<file path="config.mk">
export PLATFORM = sky130hd
export DESIGN_NAME = aligned_bucket_offset_allocator_top
export DESIGN_NICKNAME = d
export VERILOG_FILES = /design/src/rtl/core/abop_pkg.sv /design/src/rtl/core/abop_rem.sv /design/src/rtl/core/abop_bank.sv /design/src/rtl/core/aligned_bucket_offset_allocator_top.sv
export SDC_FILE = /design/constraint.sdc
export NUM_CORES = 2
export LEC_CHECK = 0
export ABC_AREA = 0
export CAP_MARGIN = 40
export CORE_MARGIN = 1
export CORE_UTILIZATION = 35
export CTS_CLUSTER_SIZE = 14
export DETAILED_ROUTE_END_ITERATION = 6
export DONT_BUFFER_PORTS = 1
export PLACE_DENSITY_LB_ADDON = 0.12
export SETUP_SLACK_MARGIN = 0.4
export SKIP_LAST_GASP = 1
export SLEW_MARGIN = 40
export SYNTH_ARGS = -nofsm -noshare
export SYNTH_HDL_FRONTEND = slang
export SYNTH_SLANG_ARGS = --single-unit
</file>
<file path="constraint.sdc">
create_clock -name clk -period 11.6 [get_ports clk]
set_input_delay 1.16 -clock clk [delete_from_list [all_inputs] [get_ports clk]]
set_output_delay 1.16 -clock clk [all_outputs]
set_load 0.1 [all_outputs]
</file>
<file path="src/rtl/core/abop_pkg.sv">
`timescale 1ns / 1ps

package abop_pkg;

  localparam int DEF_MAX_BUCKETS = 8;
  localparam int DEF_OFFSET_BITS = 48;

  localparam int LEN_W   = 48;
  localparam int CNT_W   = 32;
  localparam int ALIGN_W = 32;
  localparam int BKT_W   = 4;
  localparam int BCNT_W  = 4;
  localparam int CFG_W   = 32;
  localparam int CFGA_W  = 1;

  localparam logic [BCNT_W-1:0]  RST_BUCKET_COUNT = BCNT_W'(8);
  localparam logic [ALIGN_W-1:0] RST_ALIGNMENT    = ALIGN_W'(256);

  localparam logic [CFGA_W-1:0] REG_BUCKET_COUNT = 1'b0;
  localparam logic [CFGA_W-1:0] REG_ALIGNMENT    = 1'b1;

  localparam logic CMD_PLACE = 1'b0;
  localparam logic CMD_CLEAR = 1'b1;

  localparam logic [1:0] STAT_OK       = 2'd0;
  localparam logic [1:0] STAT_BUCKET   = 2'd1;
  localparam logic [1:0] STAT_OVERFLOW = 2'd2;

  typedef enum logic [2:0] {
    S_IDLE,
    S_READ,
    S_DIV,
    S_ALIGN,
    S_PAD,
    S_END,
    S_WRITE,
    S_DONE
  } state_t;

  typedef struct packed {
    logic rd;
    logic wr;
    logic clr;
  } bank_ctrl_t;

endpackage

</file>
<file path="src/rtl/core/abop_rem.sv">
`timescale 1ns / 1ps

module abop_rem #(
  parameter int OFFSET_BITS = abop_pkg::DEF_OFFSET_BITS
) (
  input  logic                         clk,
  input  logic                         rst,
  input  logic                         start,
  input  logic [OFFSET_BITS-1:0]       dividend,
  input  logic [abop_pkg::ALIGN_W-1:0] divisor,
  output logic                         done,
  output logic [abop_pkg::ALIGN_W-1:0] rem
);
  import abop_pkg::*;

  localparam int CW = $clog2(OFFSET_BITS + 1);

  logic [OFFSET_BITS-1:0] dq;
  logic [CW-1:0]          cnt;
  logic                   busy;
  logic [ALIGN_W:0]       trial;
  logic                   fits;

  assign trial = {rem, dq[OFFSET_BITS-1]};
  assign fits  = trial >= {1'b0, divisor};

  always_ff @(posedge clk) begin
    if (rst) begin
      busy <= 1'b0;
      done <= 1'b0;
      cnt  <= '0;
    end else if (start) begin
      busy <= 1'b1;
      done <= 1'b0;
      cnt  <= CW'(OFFSET_BITS);
    end else if (busy) begin
      cnt <= cnt - CW'(1);
      if (cnt == CW'(1)) begin
        busy <= 1'b0;
        done <= 1'b1;
      end else begin
        done <= 1'b0;
      end
    end else begin
      done <= 1'b0;
    end
  end

  always_ff @(posedge clk) begin
    if (start) begin
      dq  <= dividend;
      rem <= '0;
    end else if (busy) begin
      dq  <= dq << 1;
      rem <= fits ? ALIGN_W'(trial - {1'b0, divisor}) : trial[ALIGN_W-1:0];
    end
  end

endmodule

</file>
<file path="src/rtl/core/abop_bank.sv">
`timescale 1ns / 1ps

module abop_bank #(
  parameter int MAX_BUCKETS = abop_pkg::DEF_MAX_BUCKETS,
  parameter int IW          = 1,
  parameter int EW          = 128
) (
  input  logic                 clk,
  input  logic                 rst,
  input  abop_pkg::bank_ctrl_t ctrl,
  input  logic [IW-1:0]        addr,
  input  logic [EW-1:0]        wdata,
  output logic [EW-1:0]        rdata
);
  import abop_pkg::*;

  logic [EW-1:0]          mem [MAX_BUCKETS];
  logic [MAX_BUCKETS-1:0] vld;
  logic [EW-1:0]          rd_q;
  logic                   rd_vld;

  always_ff @(posedge clk) begin
    if (ctrl.wr) begin
      mem[addr] <= wdata;
    end
    if (ctrl.rd) begin
      rd_q <= mem[addr];
    end
  end

  always_ff @(posedge clk) begin
    if (rst || ctrl.clr) begin
      vld <= '0;
    end else if (ctrl.wr) begin
      vld[addr] <= 1'b1;
    end
  end

  always_ff @(posedge clk) begin
    if (ctrl.rd) begin
      rd_vld <= vld[addr];
    end
  end

  assign rdata = rd_vld ? rd_q : '0;

endmodule

</file>
<file path="src/rtl/core/aligned_bucket_offset_allocator_top.sv">
`timescale 1ns / 1ps

// Per-bucket bump allocator. A place beat rounds its bucket's cursor up to the next
// multiple of the alignment register (any value; zero means no rounding), returns that
// offset and advances the cursor by the length; a clear beat zeroes every bucket at once.
// One beat is handled at a time. A place with nonzero alignment reads its bucket, then
// the remainder unit takes one cursor bit per cycle; the cursor is padded, the end is
// checked and the bucket is written back. Padding is skipped when the cursor is already
// aligned, and an overflow stops the beat before the write. Zero alignment skips the
// remainder unit; a clear or a rejected bucket goes straight to the result. A finished
// result sits in an output register, so the next beat is accepted while it waits. Write
// the configuration registers only while idle.
module aligned_bucket_offset_allocator_top #(
  parameter int MAX_BUCKETS = abop_pkg::DEF_MAX_BUCKETS,
  parameter int OFFSET_BITS = abop_pkg::DEF_OFFSET_BITS
) (
  input  logic                         clk,
  input  logic                         rst,
  input  logic                         cfg_we,
  input  logic [abop_pkg::CFGA_W-1:0]  cfg_addr,
  input  logic [abop_pkg::CFG_W-1:0]   cfg_wdata,
  input  logic                         in_valid,
  output logic                         in_ready,
  input  logic                         cmd,
  input  logic [abop_pkg::BKT_W-1:0]   bucket,
  input  logic [abop_pkg::LEN_W-1:0]   length,
  output logic                         out_valid,
  input  logic                         out_ready,
  output logic [OFFSET_BITS-1:0]       offset,
  output logic [abop_pkg::CNT_W-1:0]   bucket_items,
  output logic [OFFSET_BITS-1:0]       bucket_payload,
  output logic [OFFSET_BITS-1:0]       bucket_end,
  output logic [1:0]                   status
);
  import abop_pkg::*;

  localparam int IW = (MAX_BUCKETS > 1) ? $clog2(MAX_BUCKETS) : 1;
  localparam int EW = CNT_W + 2 * OFFSET_BITS;
  localparam int SW = ((OFFSET_BITS > LEN_W) ? OFFSET_BITS : LEN_W) + 1;
  localparam logic [SW-1:0] OFF_MAX = SW'({OFFSET_BITS{1'b1}});

  state_t state, state_next;

  logic [BCNT_W-1:0]      bucket_count;
  logic [ALIGN_W-1:0]     alignment;

  logic [IW-1:0]          bkt;
  logic [LEN_W-1:0]       len;
  logic [OFFSET_BITS-1:0] cur;
  logic [CNT_W-1:0]       cnt;
  logic [OFFSET_BITS-1:0] pay;
  logic [ALIGN_W-1:0]     delta;
  logic [OFFSET_BITS-1:0] aligned;

  logic [OFFSET_BITS-1:0] res_offset;
  logic [CNT_W-1:0]       res_items;
  logic [OFFSET_BITS-1:0] res_pay;
  logic [OFFSET_BITS-1:0] res_end;
  logic [1:0]             res_status;

  bank_ctrl_t             bank_ctrl;
  logic [IW-1:0]          bank_addr;
  logic [IW-1:0]          in_idx;
  logic [EW-1:0]          bank_rdata;
  logic [EW-1:0]          bank_wdata;

  logic                   div_start;
  logic                   div_done;
  logic [ALIGN_W-1:0]     div_rem;

  logic                   oor;
  logic                   out_free;
  logic [SW-1:0]          pad_sum;
  logic [SW-1:0]          end_sum;
  logic                   pad_ovf;
  logic                   end_ovf;

  assign in_idx   = IW'(8'(bucket));
  assign oor      = (bucket >= bucket_count) || (8'(bucket) >= 8'(MAX_BUCKETS));
  assign out_free = !out_valid || out_ready;
  assign pad_sum  = SW'(cur) + SW'(delta);
  assign end_sum  = SW'(aligned) + SW'(len);
  assign pad_ovf  = pad_sum > OFF_MAX;
  assign end_ovf  = end_sum > OFF_MAX;

  assign bank_addr  = (state == S_IDLE) ? in_idx : bkt;
  assign bank_wdata = {res_items, res_pay, res_end};

  abop_bank #(
    .MAX_BUCKETS (MAX_BUCKETS),
    .IW          (IW),
    .EW          (EW)
  ) u_bank (
    .clk   (clk),
    .rst   (rst),
    .ctrl  (bank_ctrl),
    .addr  (bank_addr),
    .wdata (bank_wdata),
    .rdata (bank_rdata)
  );

  abop_rem #(
    .OFFSET_BITS (OFFSET_BITS)
  ) u_rem (
    .clk      (clk),
    .rst      (rst),
    .start    (div_start),
    .dividend (bank_rdata[OFFSET_BITS-1:0]),
    .divisor  (alignment),
    .done     (div_done),
    .rem      (div_rem)
  );

  always_comb begin
    state_next = state;
    unique case (state)
      S_IDLE: begin
        if (in_valid) begin
          state_next = (cmd == CMD_CLEAR || oor) ? S_DONE : S_READ;
        end
      end
      S_READ:  state_next = (alignment == '0) ? S_END : S_DIV;
      S_DIV:   state_next = div_done ? S_ALIGN : S_DIV;
      S_ALIGN: state_next = (div_rem == '0) ? S_END : S_PAD;
      S_PAD:   state_next = pad_ovf ? S_DONE : S_END;
      S_END:   state_next = end_ovf ? S_DONE : S_WRITE;
      S_WRITE: state_next = S_DONE;
      S_DONE:  state_next = out_free ? S_IDLE : S_DONE;
      default: state_next = S_IDLE;
    endcase
  end

  always_comb begin
    in_ready      = (state == S_IDLE);
    bank_ctrl.rd  = (state == S_IDLE) && in_valid && (cmd == CMD_PLACE) && !oor;
    bank_ctrl.clr = (state == S_IDLE) && in_valid && (cmd == CMD_CLEAR);
    bank_ctrl.wr  = (state == S_WRITE);
    div_start     = (state == S_READ) && (alignment != '0);
  end

  always_ff @(posedge clk) begin
    if (rst) begin
      state <= S_IDLE;
    end else begin
      state <= state_next;
    end
  end

  always_ff @(posedge clk) begin
    if (rst) begin
      bucket_count <= RST_BUCKET_COUNT;
      alignment    <= RST_ALIGNMENT;
    end else if (cfg_we) begin
      unique case (cfg_addr)
        REG_BUCKET_COUNT: bucket_count <= cfg_wdata[BCNT_W-1:0];
        REG_ALIGNMENT:    alignment    <= cfg_wdata[ALIGN_W-1:0];
        default:          ;
      endcase
    end
  end

  always_ff @(posedge clk) begin
    unique case (state)
      S_IDLE: begin
        bkt        <= in_idx;
        len        <= length;
        res_offset <= '0;
        res_items  <= '0;
        res_pay    <= '0;
        res_end    <= '0;
        res_status <= (cmd == CMD_PLACE && oor) ? STAT_BUCKET : STAT_OK;
      end
      S_READ: begin
        res_items <= bank_rdata[EW-1 -: CNT_W];
        res_pay   <= bank_rdata[2*OFFSET_BITS-1 -: OFFSET_BITS];
        res_end   <= bank_rdata[OFFSET_BITS-1:0];
        cnt       <= bank_rdata[EW-1 -: CNT_W];
        pay       <= bank_rdata[2*OFFSET_BITS-1 -: OFFSET_BITS];
        cur       <= bank_rdata[OFFSET_BITS-1:0];
        aligned   <= bank_rdata[OFFSET_BITS-1:0];
      end
      S_ALIGN: begin
        delta <= alignment - div_rem;
      end
      S_PAD: begin
        if (pad_ovf) begin
          res_status <= STAT_OVERFLOW;
        end else begin
          aligned <= pad_sum[OFFSET_BITS-1:0];
        end
      end
      S_END: begin
        if (end_ovf) begin
          res_status <= STAT_OVERFLOW;
        end else begin
          res_offset <= aligned;
          res_items  <= cnt + CNT_W'(1);
          res_pay    <= OFFSET_BITS'(SW'(pay) + SW'(len));
          res_end    <= end_sum[OFFSET_BITS-1:0];
        end
      end
      default: ;
    endcase
  end

  always_ff @(posedge clk) begin
    if (rst) begin
      out_valid <= 1'b0;
    end else if (state == S_DONE && out_free) begin
      out_valid <= 1'b1;
    end else if (out_ready) begin
      out_valid <= 1'b0;
    end
  end

  always_ff @(posedge clk) begin
    if (state == S_DONE && out_free) begin
      offset         <= res_offset;
      bucket_items   <= res_items;
      bucket_payload <= res_pay;
      bucket_end     <= res_end;
      status         <= res_status;
    end
  end

  a_accept_leaves_idle: assert property (@(posedge clk) disable iff (rst)
    in_valid && in_ready |=> state != S_IDLE)
    else $error("accepted beat did not start work");

  a_div_done_in_div: assert property (@(posedge clk) disable iff (rst)
    div_done |-> state == S_DIV)
    else $error("remainder finished outside divide state");

  a_write_only_ok: assert property (@(posedge clk) disable iff (rst)
    bank_ctrl.wr |-> res_status == STAT_OK)
    else $error("bucket write on a failed placement");

  a_result_from_done: assert property (@(posedge clk) disable iff (rst)
    $rose(out_valid) |-> $past(state) == S_DONE)
    else $error("result shown without completion");

endmodule

</file>
==> out/qor.txt <==
Slew headroom: 40.0%
Total number of vias: 53039
Die H: 486 um
CTS Hold Bufs: 0
Number of synthesized flops with an enable pin: 1813
Startpoint types: flop
Clock root buffer: clkbuf_16
Cts bufs inserted: 209
Tot GR Track Use: 20.9%
Iter 0 DRT Violations: 4448
Int Pwr: 16.7 mW
Sequential power share: 39.7%
CTS tree: built
Nets: 7111
Switching Fraction: 39.9%
Post-Syn Instances: 6761
IO buf count: 0
RSZ-0062 raised after global routing: false
Clk Latency, worst-skew pair: 0.88 ns
CP max FO: 47
Ys flop type: edfxtp_1
Layout area overhead: 16.2%
Die Wd: 486 um
Setup TNS: 0 ns
Outcome: completed
Core area: 233000 sq um
WP data arrival: 5.69 ns
Post-synth net total: 7054
Hold WS: 0.381 ns
PostCTS Resize Cnt: 0
Initial antenna violation count: 47
DR pass1 iterations: 6
Avg Inst Size Synth: 12.1 sq um
Final setup viols: 0
Post-route antenna net violation count: 0
First-pass GRT wire length: 361000 um
Seq/Total Area, Yosys: 68.6%
Fmax: 192 MHz
Largest net degree at the start of global routing: 149
Post-Place Cells: 9723
Synthesized cell area: 82000 sq um
Proportion of layout cells with a drive suffix above 1: 8.12%
Vias in the first global route: 51804
CP Class: reg2reg
Final Cycle Share: 45.0%
Full die area: 236000 sq um
# Post-CTS Setup Buffers: 0
Pleak: 34.6 nW
Post-Route WL: 250000 um
Remaining global-route overflow: 0
NetSw: 11.1 mW
H-tree Lvls: 4
Clock slew at reported path FFs: 0.07 ns
Final Hold Fails: 0
Final instance area: 95300 sq um
Via/cell ratio: 5.23
Worst hold path type: in2reg
Area after DPL: 87700 sq um
Initial core utilization: 35.2%
WP data required: 12.07 ns
Max-slew violations: 0
Routability cong.: 0.881
Clock power frac: 24.7%
Worst clock skew: 0.0785 ns
Hpwl dp: 156000 um
CTS max path bufs: 3
Row count: 177
Worst setup EP type: flop
DRC: 0
Synth warn: 0
Worst VDD drop: 0.250 mV
# IOs: 271
Minimum clock period: 5.22 ns
Max cap viols: 0
Worst Tran Pin Value: 0.902 ns
Yosys cell types: 86
CTS sink cnt: 1904
FFs w/ async S/R, synth: 0%
Overall power: 27.8 mW
Yosys reg bits: 1904
Comb power frac: 35.6%
Power per cell area: 292 nW/um^2
WL per Instance: 24.6 um
Final Instance Count excl. Fillers: 10150
==> kinds of logic after synthesis <==
group           share of synthesized area, %
simple gates                            15.4
compound gates                          7.91
fa+ha+maj                               3.13
mux                                    0.456
buf+inv                                 2.40
xor+xnor                                2.10
flops                                   68.6
==> worst paths after layout <==
kind                                     start  slack [ns]                    end  cells after the start
setup / recovery              len[0]$_DFFE_PP_        6.38  res_pay[18]$_DFFE_PP_                     14
hold / removal                      length[25]        0.38      len[25]$_DFFE_PP_                      0
setup reg to reg              len[0]$_DFFE_PP_        6.38  res_pay[18]$_DFFE_PP_                     14
hold reg to reg   res_offset[14]$_SDFFCE_PN0P_        0.41   offset[14]$_DFFE_PP_                      0
==> Yosys cell counts (6+ instances only) <==
library cell / instances / area share, %
nand3_1: 720 / 4.4
nand2_1: 1480 / 6.8
edfxtp_1: 1813 / 66
xnor2_1: 108 / 1.2
dfxtp_1: 91 / 2.2
a21oi_1: 286 / 1.7
a311oi_1: 10 / 0.11
a31oi_1: 27 / 0.21
o21ai_0: 334 / 2.0
inv_1: 175 / 0.80
or3_1: 18 / 0.14
o2111ai_1: 6 / 0.064
buf_2: 10 / 0.061
clkbuf_1: 287 / 1.3
o22ai_1: 18 / 0.14
a21o_1: 121 / 1.1
ha_1: 197 / 3.0
nor2b_1: 20 / 0.15
nor4_1: 22 / 0.17
mux2i_1: 27 / 0.33
o21bai_1: 25 / 0.23
o211ai_1: 15 / 0.14
o21ai_1: 19 / 0.12
o2bb2ai_1: 9 / 0.096
a211oi_1: 53 / 0.49
a21boi_0: 7 / 0.064
o31ai_1: 18 / 0.16
a221oi_1: 6 / 0.064
and4_1: 7 / 0.075
and2_1: 103 / 0.79
xor2_1: 89 / 0.95
and3_1: 85 / 0.65
nand2b_1: 33 / 0.25
nand4_1: 33 / 0.25
o21a_1: 26 / 0.24
buf_1: 33 / 0.15
mux2_2: 8 / 0.11
nor2_1: 276 / 1.3
nor3_1: 41 / 0.25
==> stage by stage <==
step / setup slack, ns / utilization [%]
finish: 6.38 / 40.9
global route: 6.19 / 40.9
CTS: 6.25 / 40.7
detailed placement: 6.30 / 37.7
global placement: 6.30 / 36.7
floorplan: -1.38 / -
==> area by class of cell <==
type                       count  area [sq um]
sequential                  1904         56300
clock buffer                 258          5580
inverter                     179           694
antenna                       19          47.5
multi-input combinational   4343         23900
clock inverter               134          1520
tap                         3132          3920
fill                       21740        137000
timing repair buffer         181          3310
==> sequential cells by signal (all words and copies together), names as in the netlist, 48 cells and up <==
register and count:
aligned 48, bucket_end 48, bucket_payload 48, cur 48
len 48, offset 48, pay 48, res_end 48
res_offset 48, res_pay 48, u_bank.mem 1024, u_bank.rd_q 128
u_rem.dq 48
==> cells in the final DEF (no fill, tap or decap), drive strengths merged, types with 11 or more instances in the layout <==
master / n
o22ai: 18
o21a: 26
or3: 18
o21bai: 25
dfxtp: 91
nor4: 22
a21oi: 287
edfxtp: 1813
nor3: 43
o31ai: 20
nor2: 276
bufinv: 24
clkinvlp: 13
diode: 19
clkinv: 90
xor2: 89
mux2i: 28
clkbuf: 269
nor2b: 20
nand4: 33
a311oi: 11
a31oi: 27
ha: 197
inv: 186
o211ai: 16
a21o: 121
nand2b: 33
and3: 85
and2: 103
buf: 170
nand2: 1480
o21ai: 353
nand3: 720
a211oi: 55
xnor2: 108
==> critical path, stage by stage, from the launching register on <==
cell and delay (ns):
edfxtp_1 0.41, ha_1 0.23, inv_1 0.07, fa_1 0.20
nor2b_1 0.07, o31a_1 0.29, o21ai_1 0.46, a2111oi_2 0.21
o41ai_2 0.57, o41ai_2 0.20, a221o_1 0.40, a21o_1 0.32
o22ai_4 0.32, buf_4 0.45, buf_6 0.56
==> power by group through the flow <==
stage | combinational [mW] | sequential [mW] | clock (mW)
final | 9.92 | 11.1 | 6.86
after global placement | 9.60 | 11.3 | 0
after detailed placement | 9.86 | 11.2 | 0
after global routing | 11.0 | 11.2 | 7.26
after CTS | 9.91 | 11.1 | 7.02
after floorplan | 6.82 | 10.6 | 0
==> per-layer routing <==
layer	wire [um]	vias up	GRT usage (%)	part of all wire, %
met5	0	-	0	0
met4	8410	0	7.10	3.4
met3	13800	372	3.27	5.5
met2	115000	1472	33.3	46
met1	112000	26509	28.8	45
li1	-	24686	-	-
No activity file was read; power rests on OpenSTA's default activity.
